--- src/rtl/core/qkl_pkg.sv ---
`default_nettype none
// ----------------------------------------------------------------------------
// qkl_pkg: shared types, constants and helpers of the query keyword lexer
// Store geometry, token kind codes, character classes and keyword spelling.
// ----------------------------------------------------------------------------
package qkl_pkg;

  localparam int WORD_BUFFER_SIZE = 32;
  localparam int STORE_CAP        = WORD_BUFFER_SIZE - 1;
  localparam int LEN_W            = $clog2(STORE_CAP + 1);
  localparam int ADDR_W           = $clog2(STORE_CAP);

  localparam logic [LEN_W-1:0] STORE_FULL = LEN_W'(STORE_CAP);
  localparam logic [LEN_W-1:0] SELECT_LEN = LEN_W'(6);
  localparam logic [LEN_W-1:0] FROM_LEN   = LEN_W'(4);

  typedef enum logic [2:0] {
    KIND_SELECT   = 3'd0,
    KIND_FROM     = 3'd1,
    KIND_IDCHAR   = 3'd2,
    KIND_ASTERISK = 3'd3,
    KIND_COMMA    = 3'd4
  } kind_t;

  localparam logic [7:0] CH_NUL   = 8'h00;
  localparam logic [7:0] CH_TAB   = 8'h09;
  localparam logic [7:0] CH_CR    = 8'h0D;
  localparam logic [7:0] CH_SPACE = 8'h20;
  localparam logic [7:0] CH_AST   = 8'h2A;
  localparam logic [7:0] CH_COMMA = 8'h2C;

  // word store access, one write and one registered read per cycle
  typedef struct packed {
    logic              wr_en;
    logic [ADDR_W-1:0] wr_addr;
    logic [7:0]        wr_data;
    logic              rd_en;
    logic [ADDR_W-1:0] rd_addr;
  } store_req_t;

  function automatic logic [7:0] to_upper(input logic [7:0] c);
    logic [7:0] r;
    r = c;
    if (c >= "a" && c <= "z") r = c - 8'h20;
    return r;
  endfunction

  function automatic logic is_word_char(input logic [7:0] c);
    return (c >= "0" && c <= "9") || (c >= "A" && c <= "Z") ||
           (c >= "a" && c <= "z");
  endfunction

  function automatic logic is_blank(input logic [7:0] c);
    return (c == CH_SPACE) || (c >= CH_TAB && c <= CH_CR);
  endfunction

  // uppercase spelling of SELECT (sel_select) or FROM at position idx
  function automatic logic [7:0] kw_char(input logic sel_select,
                                         input logic [ADDR_W-1:0] idx);
    logic [7:0] r;
    r = CH_NUL;
    if (sel_select) begin
      case (idx)
        ADDR_W'(0): r = "S";
        ADDR_W'(1): r = "E";
        ADDR_W'(2): r = "L";
        ADDR_W'(3): r = "E";
        ADDR_W'(4): r = "C";
        ADDR_W'(5): r = "T";
        default:    r = CH_NUL;
      endcase
    end else begin
      case (idx)
        ADDR_W'(0): r = "F";
        ADDR_W'(1): r = "R";
        ADDR_W'(2): r = "O";
        ADDR_W'(3): r = "M";
        default:    r = CH_NUL;
      endcase
    end
    return r;
  endfunction

endpackage
`default_nettype wire

--- src/rtl/core/qkl_if.sv ---
`default_nettype none
// ----------------------------------------------------------------------------
// qkl_if: valid/ready channels of the query keyword lexer
// Text byte input channel and token output channel.
// ----------------------------------------------------------------------------
interface qkl_in_if import qkl_pkg::*; ();
  logic       valid;
  logic       ready;
  logic [7:0] text_byte;
  logic       end_of_text;

  modport source (output valid, output text_byte, output end_of_text, input ready);
  modport sink   (input valid, input text_byte, input end_of_text, output ready);
endinterface

interface qkl_out_if import qkl_pkg::*; ();
  logic       valid;
  logic       ready;
  kind_t      kind;
  logic [7:0] word_char;
  logic       word_end;
  logic       word_truncated;
  logic       last;

  modport source (output valid, output kind, output word_char, output word_end,
                  output word_truncated, output last, input ready);
  modport sink   (input valid, input kind, input word_char, input word_end,
                  input word_truncated, input last, output ready);
endinterface
`default_nettype wire

--- src/rtl/core/qkl_word_store.sv ---
`default_nettype none
// ----------------------------------------------------------------------------
// qkl_word_store: character store of the pending word
// One write port, one read port with registered data held between reads.
// ----------------------------------------------------------------------------
module qkl_word_store import qkl_pkg::*; (
  input  wire logic       clk,
  input  wire store_req_t req,
  output logic [7:0]      rd_data
);

  logic [7:0] mem [STORE_CAP];

  always_ff @(posedge clk) begin
    if (req.wr_en) mem[req.wr_addr] <= req.wr_data;
  end

  always_ff @(posedge clk) begin
    if (req.rd_en) rd_data <= mem[req.rd_addr];
  end

endmodule
`default_nettype wire

--- src/rtl/core/query_keyword_lexer.sv ---
`default_nettype none
// ----------------------------------------------------------------------------
// query_keyword_lexer: byte-wide lexer for SELECT / FROM query text
// Splits ASCII text into keyword, identifier-character and punctuation tokens.
// ----------------------------------------------------------------------------
// Usage: feed one text byte per beat on text; end_of_text marks the final byte
// of a query. Letters and digits collect in a 31-entry word store (more are
// dropped and the word is flagged truncated). Whitespace, '*', ',', NUL or
// end_of_text close the pending word: SELECT or FROM (any case, untruncated)
// give one keyword token, any other word gives one token per stored character
// with word_end on the final one. A '*' or ',' token follows the word. Other
// bytes are ignored. After NUL the rest of the query is ignored until
// end_of_text. last marks the final token caused by a byte.
// Timing: a byte that closes no word is accepted in S_IDLE. Closing a word of
// n characters runs a sequencer around the store's single read port and one
// shared byte comparator: keyword candidates (length 4 or 6) are checked by a
// read and a compare per character, then each identifier character is read
// and sent as a token beat, a keyword as its keyword beat, then punctuation
// as its own beat. Output stalls hold the beat; text is not ready meanwhile.
// ----------------------------------------------------------------------------
module query_keyword_lexer import qkl_pkg::*; (
  input wire logic   clk,
  input wire logic   rst,
  qkl_in_if.sink     text,
  qkl_out_if.source  token
);

  typedef enum logic [5:0] {
    S_IDLE  = 6'b000001,
    S_FETCH = 6'b000010,  // issue store read at idx
    S_CHECK = 6'b000100,  // compare read char against keyword spelling
    S_CHAR  = 6'b001000,  // identifier character beat
    S_KEYW  = 6'b010000,  // keyword beat
    S_PUNCT = 6'b100000   // asterisk / comma beat
  } state_t;

  state_t            state, state_next;
  logic [LEN_W-1:0]  len, len_next;
  logic              trunc, trunc_next;
  logic              halted, halted_next;
  logic              punct_pend, punct_pend_next;
  kind_t             punct_kind, punct_kind_next;
  logic [ADDR_W-1:0] idx, idx_next;
  logic              matching, matching_next;
  logic              kw_sel, kw_sel_next;

  store_req_t        store_req;
  logic [7:0]        rd_data;

  logic              accept, out_done;
  logic              live, wc, nul, blank, ast, com, ends, room;
  logic [LEN_W-1:0]  len_upd;
  logic              trunc_upd;
  logic              idx_last;

  qkl_word_store u_store (
    .clk     (clk),
    .req     (store_req),
    .rd_data (rd_data)
  );

  // byte classification, only while not parked after NUL
  assign accept    = text.valid && text.ready;
  assign out_done  = token.valid && token.ready;
  assign live      = !halted;
  assign wc        = live && is_word_char(text.text_byte);
  assign nul       = live && (text.text_byte == CH_NUL);
  assign blank     = live && is_blank(text.text_byte);
  assign ast       = live && (text.text_byte == CH_AST);
  assign com       = live && (text.text_byte == CH_COMMA);
  assign ends      = nul || blank || ast || com || text.end_of_text;
  assign room      = len < STORE_FULL;
  assign len_upd   = (wc && room) ? len + LEN_W'(1) : len;
  assign trunc_upd = trunc || (wc && !room);
  assign idx_last  = (LEN_W'(idx) + LEN_W'(1)) == len;

  assign store_req.wr_en   = accept && wc && room;
  assign store_req.wr_addr = len[ADDR_W-1:0];
  assign store_req.wr_data = text.text_byte;
  assign store_req.rd_en   = (state == S_FETCH);
  assign store_req.rd_addr = idx;

  assign text.ready = (state == S_IDLE);

  // token payload straight from sequencer state and the store's read register
  always_comb begin
    token.valid          = 1'b0;
    token.kind           = KIND_IDCHAR;
    token.word_char      = CH_NUL;
    token.word_end       = 1'b0;
    token.word_truncated = 1'b0;
    token.last           = 1'b0;
    unique case (state)
      S_CHAR: begin
        token.valid          = 1'b1;
        token.kind           = KIND_IDCHAR;
        token.word_char      = rd_data;
        token.word_end       = idx_last;
        token.word_truncated = trunc;
        token.last           = idx_last && !punct_pend;
      end
      S_KEYW: begin
        token.valid = 1'b1;
        token.kind  = kw_sel ? KIND_SELECT : KIND_FROM;
        token.last  = !punct_pend;
      end
      S_PUNCT: begin
        token.valid = 1'b1;
        token.kind  = punct_kind;
        token.last  = 1'b1;
      end
      default: begin
        token.valid = 1'b0;
      end
    endcase
  end

  always_comb begin
    state_next      = state;
    len_next        = len;
    trunc_next      = trunc;
    halted_next     = halted;
    punct_pend_next = punct_pend;
    punct_kind_next = punct_kind;
    idx_next        = idx;
    matching_next   = matching;
    kw_sel_next     = kw_sel;
    unique case (state)
      S_IDLE: begin
        if (accept) begin
          len_next   = len_upd;
          trunc_next = trunc_upd;
          if (text.end_of_text) halted_next = 1'b0;
          else if (nul)         halted_next = 1'b1;
          if (ends) begin
            punct_pend_next = ast || com;
            punct_kind_next = ast ? KIND_ASTERISK : KIND_COMMA;
            if (len_upd != '0) begin
              idx_next      = '0;
              matching_next = !trunc_upd &&
                              (len_upd == SELECT_LEN || len_upd == FROM_LEN);
              kw_sel_next   = (len_upd == SELECT_LEN);
              state_next    = S_FETCH;
            end else begin
              len_next   = '0;
              trunc_next = 1'b0;
              state_next = (ast || com) ? S_PUNCT : S_IDLE;
            end
          end
        end
      end
      S_FETCH: begin
        state_next = matching ? S_CHECK : S_CHAR;
      end
      S_CHECK: begin
        if (to_upper(rd_data) != kw_char(kw_sel, idx)) begin
          matching_next = 1'b0;
          idx_next      = '0;
          state_next    = S_FETCH;
        end else if (idx_last) begin
          state_next = S_KEYW;
        end else begin
          idx_next   = idx + ADDR_W'(1);
          state_next = S_FETCH;
        end
      end
      S_CHAR: begin
        if (out_done) begin
          if (idx_last) begin
            len_next   = '0;
            trunc_next = 1'b0;
            state_next = punct_pend ? S_PUNCT : S_IDLE;
          end else begin
            idx_next   = idx + ADDR_W'(1);
            state_next = S_FETCH;
          end
        end
      end
      S_KEYW: begin
        if (out_done) begin
          len_next   = '0;
          trunc_next = 1'b0;
          state_next = punct_pend ? S_PUNCT : S_IDLE;
        end
      end
      S_PUNCT: begin
        if (out_done) begin
          punct_pend_next = 1'b0;
          state_next      = S_IDLE;
        end
      end
      default: begin
        state_next = S_IDLE;
      end
    endcase
  end

  always_ff @(posedge clk) begin
    if (rst) begin
      state      <= S_IDLE;
      len        <= '0;
      trunc      <= 1'b0;
      halted     <= 1'b0;
      punct_pend <= 1'b0;
      matching   <= 1'b0;
    end else begin
      state      <= state_next;
      len        <= len_next;
      trunc      <= trunc_next;
      halted     <= halted_next;
      punct_pend <= punct_pend_next;
      matching   <= matching_next;
    end
  end

  always_ff @(posedge clk) begin
    punct_kind <= punct_kind_next;
    idx        <= idx_next;
    kw_sel     <= kw_sel_next;
  end

  // parked after NUL means the word was already flushed
  a_halted_empty: assert property (@(posedge clk) disable iff (rst)
    (state == S_IDLE && halted) |-> (len == '0))
    else $error("halted with a pending word");

  // keyword compare only runs on untruncated words of keyword length
  a_check_len: assert property (@(posedge clk) disable iff (rst)
    (state == S_CHECK) |-> (!trunc && (len == SELECT_LEN || len == FROM_LEN)))
    else $error("keyword compare on non-candidate word");

  // every read of the store stays inside the written part of the word
  a_read_in_word: assert property (@(posedge clk) disable iff (rst)
    (state == S_FETCH) |-> (LEN_W'(idx) < len))
    else $error("store read beyond word length");

  // read data is consumed right after the read is issued
  a_fetch_next: assert property (@(posedge clk) disable iff (rst)
    (state == S_FETCH) |=> (state == S_CHECK || state == S_CHAR))
    else $error("store read not followed by use");

  // end of text always leaves the lexer unparked
  a_eot_restart: assert property (@(posedge clk) disable iff (rst)
    (accept && text.end_of_text) |=> !halted)
    else $error("still halted after end of text");

endmodule
`default_nettype wire
--- src/flat_wrapper.sv ---
// flat-port wrapper written by rule: the top's interface ports become plain ports
module query_keyword_lexer_flat import qkl_pkg::*;
  (clk, rst, text_valid, text_text_byte, text_end_of_text, text_ready, token_valid, token_kind, token_word_char, token_word_end, token_word_truncated, token_last, token_ready);
  qkl_in_if text_i ();
  qkl_out_if token_i ();
  input wire logic clk;
  input wire logic rst;
  input wire logic [$bits(text_i.valid)-1:0] text_valid;
  input wire logic [$bits(text_i.text_byte)-1:0] text_text_byte;
  input wire logic [$bits(text_i.end_of_text)-1:0] text_end_of_text;
  output wire logic [$bits(text_i.ready)-1:0] text_ready;
  output wire logic [$bits(token_i.valid)-1:0] token_valid;
  output wire logic [$bits(token_i.kind)-1:0] token_kind;
  output wire logic [$bits(token_i.word_char)-1:0] token_word_char;
  output wire logic [$bits(token_i.word_end)-1:0] token_word_end;
  output wire logic [$bits(token_i.word_truncated)-1:0] token_word_truncated;
  output wire logic [$bits(token_i.last)-1:0] token_last;
  input wire logic [$bits(token_i.ready)-1:0] token_ready;
  assign text_i.valid = text_valid;
  assign text_i.text_byte = text_text_byte;
  assign text_i.end_of_text = text_end_of_text;
  assign text_ready = text_i.ready;
  assign token_valid = token_i.valid;
  assign token_kind = token_i.kind;
  assign token_word_char = token_i.word_char;
  assign token_word_end = token_i.word_end;
  assign token_word_truncated = token_i.word_truncated;
  assign token_last = token_i.last;
  assign token_i.ready = token_ready;
  query_keyword_lexer u_core (.clk(clk), .rst(rst), .text(text_i), .token(token_i));
endmodule
--- config.mk ---
export PLATFORM = sky130hd
export DESIGN_NAME = query_keyword_lexer_flat
export DESIGN_NICKNAME = d
export VERILOG_FILES = /design/src/rtl/core/qkl_pkg.sv /design/src/rtl/core/qkl_if.sv /design/src/rtl/core/qkl_word_store.sv /design/src/rtl/core/query_keyword_lexer.sv /design/src/flat_wrapper.sv
export SDC_FILE = /design/constraint.sdc
export NUM_CORES = 1
export LEC_CHECK = 0
export BUFFER_PORTS_ARGS = -buffer_cell sky130_fd_sc_hd__buf_2
export CAP_MARGIN = 40
export CORE_ASPECT_RATIO = 1.1
export CORE_MARGIN = 4
export CORE_UTILIZATION = 35
export DETAILED_ROUTE_END_ITERATION = 6
export GPL_TIMING_DRIVEN = 0
export MAX_ROUTING_LAYER = met4
export PLACE_DENSITY_LB_ADDON = 0.08
export SLEW_MARGIN = 30
export SYNTH_ARGS = -nofsm -noshare
export SYNTH_HDL_FRONTEND = slang
export SYNTH_SLANG_ARGS = --single-unit
--- constraint.sdc ---
create_clock -name clk -period 3.05 [get_ports clk]
set_input_delay 0.4575 -clock clk [delete_from_list [all_inputs] [get_ports clk]]
set_output_delay 0.4575 -clock clk [all_outputs]
set_load 0.01 [all_outputs]
==> results of run 1 <==
[synthesized netlist by cell type, types with 5 or more instances]
master	number	area, um^2
sky130_fd_sc_hd__mux2_2	8	90.1
sky130_fd_sc_hd__a21oi_1	24	120
sky130_fd_sc_hd__clkbuf_1	16	60.1
sky130_fd_sc_hd__xnor2_1	8	70.1
sky130_fd_sc_hd__o21ai_0	19	95.1
sky130_fd_sc_hd__a31oi_1	6	37.5
sky130_fd_sc_hd__buf_1	12	45.0
sky130_fd_sc_hd__inv_1	16	60.1
sky130_fd_sc_hd__dfxtp_1	15	300
sky130_fd_sc_hd__xor2_1	9	78.8
sky130_fd_sc_hd__nand2_1	42	158
sky130_fd_sc_hd__mux2i_1	15	150
sky130_fd_sc_hd__ha_1	9	113
sky130_fd_sc_hd__and2_1	9	56.3
sky130_fd_sc_hd__mux4_2	72	1620
sky130_fd_sc_hd__nand2b_1	7	43.8
sky130_fd_sc_hd__nand3_1	10	50.1
sky130_fd_sc_hd__nor4_1	9	56.3
sky130_fd_sc_hd__edfxtp_1	264	7930
sky130_fd_sc_hd__nor3_1	8	40.0
sky130_fd_sc_hd__nor2_1	60	225
sky130_fd_sc_hd__nand3b_1	8	60.1
sky130_fd_sc_hd__buf_2	5	25.0
[flip-flops by register name, indices dropped and copies added (netlist names)]
name                    flops
u_core.len                  5
u_core.u_store.rd_data      8
u_core.u_store.mem        248
u_core.punct_kind           2
u_core.trunc                1
u_core.state                6
u_core.idx                  5
u_core.halted               1
u_core.matching             1
u_core.kw_sel               1
u_core.punct_pend           1
[cell type report]
type / count / area share (%)
Inverter: 17 / 0.485
Clock buffer: 37 / 5.53
Timing Repair Buffer: 55 / 2.54
Multi-Input combinational cell: 400 / 27.7
Tap cell: 438 / 3.80
Sequential cell: 279 / 57.0
Buffer: 36 / 1.53
Clock inverter: 17 / 1.38
[power by group through the flow]
stage               clock network (mW)  registers (mW)  logic [mW]
global placement                     0            4.34        1.15
finish                            3.66            4.26        1.29
floorplan                            0            4.33       0.754
global route                      3.91            4.26        1.38
CTS                               3.76            4.26        1.24
detailed placement                   0            4.34        1.17
[routing by layer]
| metal | global-route usage, % | vias up | share of wire (%) |
|---|---|---|---|
| met1 | 21.8 | 3479 | 43 |
| met3 | 2.19 | 42 | 3.8 |
| li1 | - | 3090 | - |
| met2 | 28.0 | 125 | 51 |
| met5 | - | - | 0 |
| met4 | 3.75 | 0 | 1.9 |
[worst max path at each step]
stage	from	to	slack, ns	cells past startpoint
after floorplan	u_core.idx[0]$_DFFE_PP_	token_last	0.36	11
after global placement	text_text_byte[1]	u_core.u_store.mem[13][6]$_DFFE_PP_	-1.07	7
after detailed placement	text_text_byte[2]	u_core.u_store.mem[24][2]$_DFFE_PP_	-1.18	7
after CTS	u_core.state[4]$_SDFFE_PP0P_	u_core.u_store.mem[8][6]$_DFFE_PP_	-0.18	6
after global routing	u_core.idx[0]$_DFFE_PP_	token_last	-0.10	12
final	u_core.idx[0]$_DFFE_PP_	token_last	0.02	12
[critical path, stage by stage (launching register included)]
cell	delay, ns
sky130_fd_sc_hd__edfxtp_1	0.45
sky130_fd_sc_hd__clkbuf_8	0.18
sky130_fd_sc_hd__buf_12	0.12
sky130_fd_sc_hd__buf_12	0.11
sky130_fd_sc_hd__clkinvlp_4	0.07
sky130_fd_sc_hd__ha_4	0.21
sky130_fd_sc_hd__xnor2_2	0.12
sky130_fd_sc_hd__nand3_1	0.11
sky130_fd_sc_hd__nand2b_4	0.18
sky130_fd_sc_hd__o21ai_4	0.17
sky130_fd_sc_hd__nand2b_1	0.09
sky130_fd_sc_hd__nand2_1	0.07
sky130_fd_sc_hd__buf_2	0.14
[what timing repair did]
action,4_1_cts,5_1_grt
setup buffers,10,9
pin swaps,3,6
gates resized for setup,70,26
setup endpoints to repair,275,266
[logic make-up after synthesis]
group / after synthesis / share of synthesized area (%)
AOI/OAI and AO/OA: 93 / 5.24
muxes: 96 / 15.4
xor gates and xnor gates: 17 / 1.22
buffers and inverters: 54 / 1.87
DFF: 279 / 67.6
and+or+nand+nor: 185 / 7.72
adders and majority gates: 9 / 0.925
==> metrics.txt, run 1 <==
post-detailed-routing wire length 30400 um; Worst-Skew Late Latency 0.56 ns; worst flop-to-flop path endpoint u_core.u_store.rd_data[0]$_DFFE_PN_; routed wirelength normalized by instance count 23.8 um; RR Startpoint u_core.idx[1]$_DFFE_PP_; nets 841; fill cell instance count of the final layout 3057; Post-CTS Hold Fix Bufs 0; HPWL reported at the end of detailed placement 20900 um; required time of the critical path 2.59 ns; proportion of layout cells with a drive suffix above 1 31.6%; area added between synthesis and finish 18.6%; area of placed instances 12900 um^2; cell area after synthesis 12200 um^2; Clock Sinks 279; final setup vio count 0; total negative slack for setup checks 0 ns; power density cells 638 nW/um^2; cell count of the worst reg-to-reg path 6; global-route wire length before repair 45500 um; via count of the first global-routing pass 7029; Critical Path Sink Type primary output; final setup slack of the worst path 0.0249 ns; Worst Setup Path Type register to primary output; number of antenna violations at the first check in global routing 0; async set-reset flop share out of synthesis 0%; count of input and output buffers 28; crit path DAT 2.57 ns; Post-Synthesis Cells 733; count of cell types in the netlist 73; count of endpoints failing hold in the final timing report 0; final core utilization 42.1%; number of CTS-inserted buffers 30; peak clock frequency supported by timing 331 MHz; hold depth 2; width of the die 186 um; Post-synth EDFFs 264; maximum clock path buffer count 3; count of TritonRoute iterations in the first routing pass 4; smallest hold slack 0.143 ns; # H-tree levels 1; average cell area after synthesis 16.6 um^2; startpoint kind of the worst setup timing path register; worst-path maximum fanout 4; maximum capacitance violations 0; core outline area 34300 um^2; transition time at the pin with the least slew margin 0.773 ns; number of warning messages in the yosys log 0; total number of vias 6736; share of total power in combinational logic 14.0%; final routed DRC violation total 0; CTS clk-pin slew, worst paths 0.06 ns; run status finished, final reports clean; sequential fraction of the synthesis area 67.6%; root cell of the clock tree sky130_fd_sc_hd__clkbuf_16; primary flip-flop cell chosen by synthesis mapping sky130_fd_sc_hd__edfxtp_1; cell count after placement 1205; worst relative slew slack 48.5%; pre-CTS WS -1.18 ns; highest-count cells in the layout ignoring fill and taps sky130_fd_sc_hd__edfxtp_1 (264), sky130_fd_sc_hd__mux4_2 (72), sky130_fd_sc_hd__nand2_1 (42); unrepaired setup endpoints after global routing yes; type of the worst min-delay path input pin to register; combined global-route utilization of all metal layers 16.7%; maximum number of pins on one net before global-route repair 39; Top Ports 29; Fin Clk Skew 0.0111 ns; effective utilization at floorplan 35.5%; area of the die 37800 um^2; HP Start text_end_of_text; maximum vdd drop 0.371 mV; final worst-path cycle share 99.2%; Net Sw Power 2.21 mW; share of total power in sequential cells 46.3%; leading cell type in the layout, fill and taps excluded sky130_fd_sc_hd__edfxtp_1; cell area after layout 14400 um^2; flip-flop and latch count after synthesis 279; register-to-register setup slack 0.07 ns; area of the multi-input gates 4010 um^2; Period minus WS final 3.03 ns; clock tree from TritonCTS yes; post-route antenna net violation count 0; routability congestion estimate from global placement 0.832; sequential cell area in the final layout 8230 um^2; fraction of power spent switching nets 24.0%; standby leakage power 4.67 nW; die boundary height 204 um; Syn Nets 755; GRT overflow 0; Pint 6.99 mW; proportion of power drawn by the clock network 39.7%; drt initial violations 338; Cell Rows 71; Hold Crit Endpoint u_core.halted$_SDFFE_PP0P_; number of cells in the finished layout apart from fillers 1279; final total power 9.21 mW; final antenna diode count 0; routed via count divided by cell count 5.27; final max-slew violation count 0
Note: power is estimated with default switching activity, not from simulation.
==> inputs of run 2 (changes only) <==
--- a/config.mk
+++ b/config.mk
@@ -6,15 +6,15 @@
 export NUM_CORES = 1
 export LEC_CHECK = 0
 export BUFFER_PORTS_ARGS = -buffer_cell sky130_fd_sc_hd__buf_2
-export CAP_MARGIN = 40
 export CORE_ASPECT_RATIO = 1.1
 export CORE_MARGIN = 4
 export CORE_UTILIZATION = 35
 export DETAILED_ROUTE_END_ITERATION = 6
 export GPL_TIMING_DRIVEN = 0
 export MAX_ROUTING_LAYER = met4
-export PLACE_DENSITY_LB_ADDON = 0.08
+export PLACE_DENSITY = 0.55
 export SLEW_MARGIN = 30
 export SYNTH_ARGS = -nofsm -noshare
 export SYNTH_HDL_FRONTEND = slang
+export SYNTH_HIERARCHICAL = 1
 export SYNTH_SLANG_ARGS = --single-unit
==> run 2 against run 1 <==
Net effect:
- sequential share of layout area about the same
- flip-flop and latch count unchanged
- register-to-register slack improved by 0.09 ns
- non-clock buffer count down 2
- largest cell class unchanged
- clock skew shrank 0.0013 ns
- total power is 16% lower
- synthesized cell count rose by 13%
- highest routed layer unchanged
- clock power down 11%
- critical path depth is 4 lower
- synthesized area grew 1.1%
- routed wire length down 4.2%
- critical path type unchanged
==> metrics.txt, run 2 <==
primary flip-flop cell chosen by synthesis mapping sky130_fd_sc_hd__edfxtp_1 (unchanged); cell area after synthesis 12300 um^2 (was 12200 um^2); final routed DRC violation total 0 (unchanged); core outline area 34500 um^2 (was 34300 um^2); synth top area cells sky130_fd_sc_hd__edfxtp_1 (64%), sky130_fd_sc_hd__mux2i_1 (6.4%), sky130_fd_sc_hd__mux4_2 (2.9%) (was sky130_fd_sc_hd__edfxtp_1 (65%), sky130_fd_sc_hd__mux4_2 (13%), sky130_fd_sc_hd__dfxtp_1 (2.5%)); sequential fraction of the synthesis area 66.9% (was 67.6%); count of cell types in the netlist 78 (was 73); final total power 7.78 mW (was 9.21 mW); final max-slew violation count 0 (unchanged); slowest cell on the critical path sky130_fd_sc_hd__edfxtp_1 (unchanged); width of the die 187 um (was 186 um); Fin Clk Skew 0.00980 ns (was 0.0111 ns); Post-synth EDFFs 264 (unchanged); most common library cells after synthesis sky130_fd_sc_hd__edfxtp_1 (264), sky130_fd_sc_hd__mux2i_1 (79), sky130_fd_sc_hd__nor2_1 (70), sky130_fd_sc_hd__nand2_1 (39), sky130_fd_sc_hd__a22oi_1 (26) (was sky130_fd_sc_hd__edfxtp_1 (264), sky130_fd_sc_hd__mux4_2 (72), sky130_fd_sc_hd__nor2_1 (60), sky130_fd_sc_hd__nand2_1 (42), sky130_fd_sc_hd__a21oi_1 (24)); die boundary height 205 um (was 204 um); flip-flop count of the largest register after layout 248 (unchanged); routed wirelength normalized by instance count 21.3 um (was 23.8 um); count of TritonRoute iterations in the first routing pass 5 (was 4); Worst-Skew Late Latency 0.54 ns (was 0.56 ns); maximum capacitance violations 0 (unchanged); final setup vio count 0 (unchanged); nets 929 (was 841); run status finished, final reports clean (unchanged); total number of vias 7298 (was 6736); post-synth top area cell sky130_fd_sc_hd__edfxtp_1 (unchanged); root cell of the clock tree sky130_fd_sc_hd__clkbuf_16 (unchanged); number of CTS-inserted buffers 29 (was 30); startpoint kind of the worst setup timing path register (unchanged); final setup slack of the worst path 0.0388 ns (was 0.0249 ns); Pint 6.19 mW (was 6.99 mW); # H-tree levels 1 (unchanged); final antenna diode count 0 (unchanged); maximum vdd drop 0.338 mV (was 0.371 mV); effective utilization at floorplan 35.7% (was 35.5%); flip-flop and latch count after synthesis 279 (unchanged); pre-CTS WS -1.25 ns (was -1.18 ns); final worst-path cycle share 98.7% (was 99.2%); number of antenna violations at the first check in global routing 0 (unchanged); unrepaired setup endpoints after global routing yes (unchanged); Post-Synthesis Cells 829 (was 733); global-route wire length before repair 43400 um (was 45500 um); routed via count divided by cell count 5.33 (was 5.27); Top Registers u_core/u_store/mem x248, u_core/u_store/rd_data x8, u_core/state x6 (was u_core.u_store.mem x248, u_core.u_store.rd_data x8, u_core.state x6); GRT overflow 0 (unchanged); HPWL reported at the end of detailed placement 19300 um (was 20900 um); count of endpoints failing hold in the final timing report 0 (unchanged); final core utilization 41.9% (was 42.1%); total negative slack for setup checks 0 ns (unchanged); average cell area after synthesis 14.8 um^2 (was 16.6 um^2); area of the die 38200 um^2 (was 37800 um^2); post-detailed-routing wire length 29100 um (was 30400 um); crit path DAT 2.55 ns (was 2.57 ns); post-route antenna net violation count 0 (unchanged); fraction of power spent switching nets 20.4% (was 24.0%); clock tree from TritonCTS yes (unchanged); largest register by flop count u_core/u_store/mem (was u_core.u_store.mem); highest-count cells in the layout ignoring fill and taps sky130_fd_sc_hd__edfxtp_1 (264), sky130_fd_sc_hd__mux2i_1 (79), sky130_fd_sc_hd__nand2_1 (39) (was sky130_fd_sc_hd__edfxtp_1 (264), sky130_fd_sc_hd__mux4_2 (72), sky130_fd_sc_hd__nand2_1 (42)); area added between synthesis and finish 17.4% (was 18.6%); required time of the critical path 2.59 ns (about the same); worst-path maximum fanout 6 (was 4); maximum clock path buffer count 3 (unchanged); type of the worst min-delay path input pin to register (unchanged); proportion of layout cells with a drive suffix above 1 21.2% (was 31.6%); drt initial violations 462 (was 338); Critical Path Sink Type primary output (unchanged); maximum number of pins on one net before global-route repair 39 (unchanged); Worst Setup Path Type register to primary output (unchanged); power density cells 538 nW/um^2 (was 638 nW/um^2); Net Sw Power 1.59 mW (was 2.21 mW); count of input and output buffers 28 (unchanged); most instantiated library cell after synthesis sky130_fd_sc_hd__edfxtp_1 (unchanged); CTS clk-pin slew, worst paths 0.06 ns (about the same); share of total power in sequential cells 54.1% (was 46.3%); Top Ports 29 (unchanged); via count of the first global-routing pass 7120 (was 7029); standby leakage power 4.80 nW (was 4.67 nW); fraction of synthesized cell area taken by the top area cell type 64.4% (was 65.1%); leading cell type in the layout, fill and taps excluded sky130_fd_sc_hd__edfxtp_1 (unchanged); list of cells traversed by the critical path ha_2, buf_6, o21ba_4, a221oi_4, o2111a_1, nor2_2, o21ai_1, buf_2 (was clkbuf_8, buf_12, buf_12, clkinvlp_4, ha_4, xnor2_2, nand3_1, nand2b_4, o21ai_4, nand2b_1, nand2_1, buf_2); Clock Sinks 279 (unchanged); cell count after placement 1295 (was 1205); number of cells in the finished layout apart from fillers 1368 (was 1279); transition time at the pin with the least slew margin 0.693 ns (was 0.773 ns); async set-reset flop share out of synthesis 0% (unchanged); delay contributed by the slowest stage of the critical path 0.47 ns (was 0.45 ns); worst relative slew slack 53.8% (was 48.5%); combined global-route utilization of all metal layers 15.2% (was 16.7%); peak clock frequency supported by timing 332 MHz (was 331 MHz); Syn Nets 848 (was 755); proportion of power drawn by the clock network 41.9% (was 39.7%); family of cells with the greatest summed delay on the critical path compound AO/OA/AOI/OAI gates (was buffers and inverters); buffers and inverters on the worst path 2 (was 5); Cell Rows 71 (unchanged); routability congestion estimate from global placement 0.852 (was 0.832); number of warning messages in the yosys log 6 (was 0); Period minus WS final 3.01 ns (was 3.03 ns); share of total power in combinational logic 4.0% (was 14.0%)
==> run 2: power by group through the flow <==
| stage | Combinational [mW] | Clock [mW] | Sequential, mW |
|---|---|---|---|
| final | 0.310 | 3.26 | 4.21 |
| after global routing | 0.338 | 3.51 | 4.20 |
| after CTS | 0.309 | 3.33 | 4.20 |
| after detailed placement | 0.299 | 0 | 4.29 |
| after global placement | 0.297 | 0 | 4.29 |
| after floorplan | 0.167 | 0 | 4.28 |
==> run 2: through the flow <==
step / instance area (um^2) / hold WS [ns]
finish: 14400 / 0.108
global route: 14400 / 0.117
CTS: 14200 / 0.0909
detailed placement: 13000 / 0.494
global placement: 13000 / 0.489
floorplan: 12300 / 0.462
==> run 2: layout make-up <==
cell class / count / area, um^2
Fill cell: 3157 / 20000
Sequential cell: 279 / 8230
Multi-Input combinational cell: 492 / 3960
Clock buffer: 36 / 752
Tap cell: 438 / 548
Timing Repair Buffer: 53 / 488
Buffer: 36 / 285
Clock inverter: 15 / 115
Inverter: 19 / 71.3
==> run 2: final timing paths <==
path                                                     start  cells past startpoint  slack (ns)                                 end
worst min-delay path                          text_end_of_text                      2        0.11          u_core/halted$_SDFFE_PP0P_
worst min register to register  u_core/punct_pend$_SDFFE_PP0P_                      2        0.51      u_core/punct_pend$_SDFFE_PP0P_
worst max register to register      u_core/len[1]$_SDFFE_PP0P_                      8        0.16  u_core/u_store/mem[8][6]$_DFFE_PP_
worst max-delay path                   u_core/idx[1]$_DFFE_PP_                      8        0.04                          token_last
==> run 2: timing repair <==
action / 4_1_cts / 5_1_grt
buffers inserted: 16 / 9
pin swaps: 9 / 14
setup endpoints to repair: 250 / 267
resized for setup: 38 / 39
hold buffers: 0 / 0
==> run 2: cells by family after synthesis <==
kind of cell | count (synthesis) | synth area share, %
AO/OA/AOI/OAI | 131 | 7.70
XOR/XNOR | 19 | 1.35
adder cells (fa/ha/maj) | 6 | 0.610
buffers and inverters | 58 | 2.93
flip-flops | 279 | 66.9
multiplexers | 105 | 10.5
AND/OR/NAND/NOR | 231 | 9.98
==> run 2: metal layers <==
layer  vias to the layer above  track usage [%]  part of all wire [%]
li1                       3379                -                     -
met1                      3726             20.7                    45
met2                       161             24.6                    48
met3                        32             1.84                   4.6
met4                         0             3.70                   2.1
met5                         -                -                     0
==> run 2: worst reg2reg max path, cell delays in order, from the launching register on <==
cell and delay, ns:
sky130_fd_sc_hd__dfxtp_1 0.38, sky130_fd_sc_hd__clkbuf_1 0.21, sky130_fd_sc_hd__and3_1 0.26, sky130_fd_sc_hd__and3_1 0.23
sky130_fd_sc_hd__a211oi_4 0.35, sky130_fd_sc_hd__and2_2 0.30, sky130_fd_sc_hd__or3b_4 0.54, sky130_fd_sc_hd__nor2_4 0.19
sky130_fd_sc_hd__buf_12 0.14
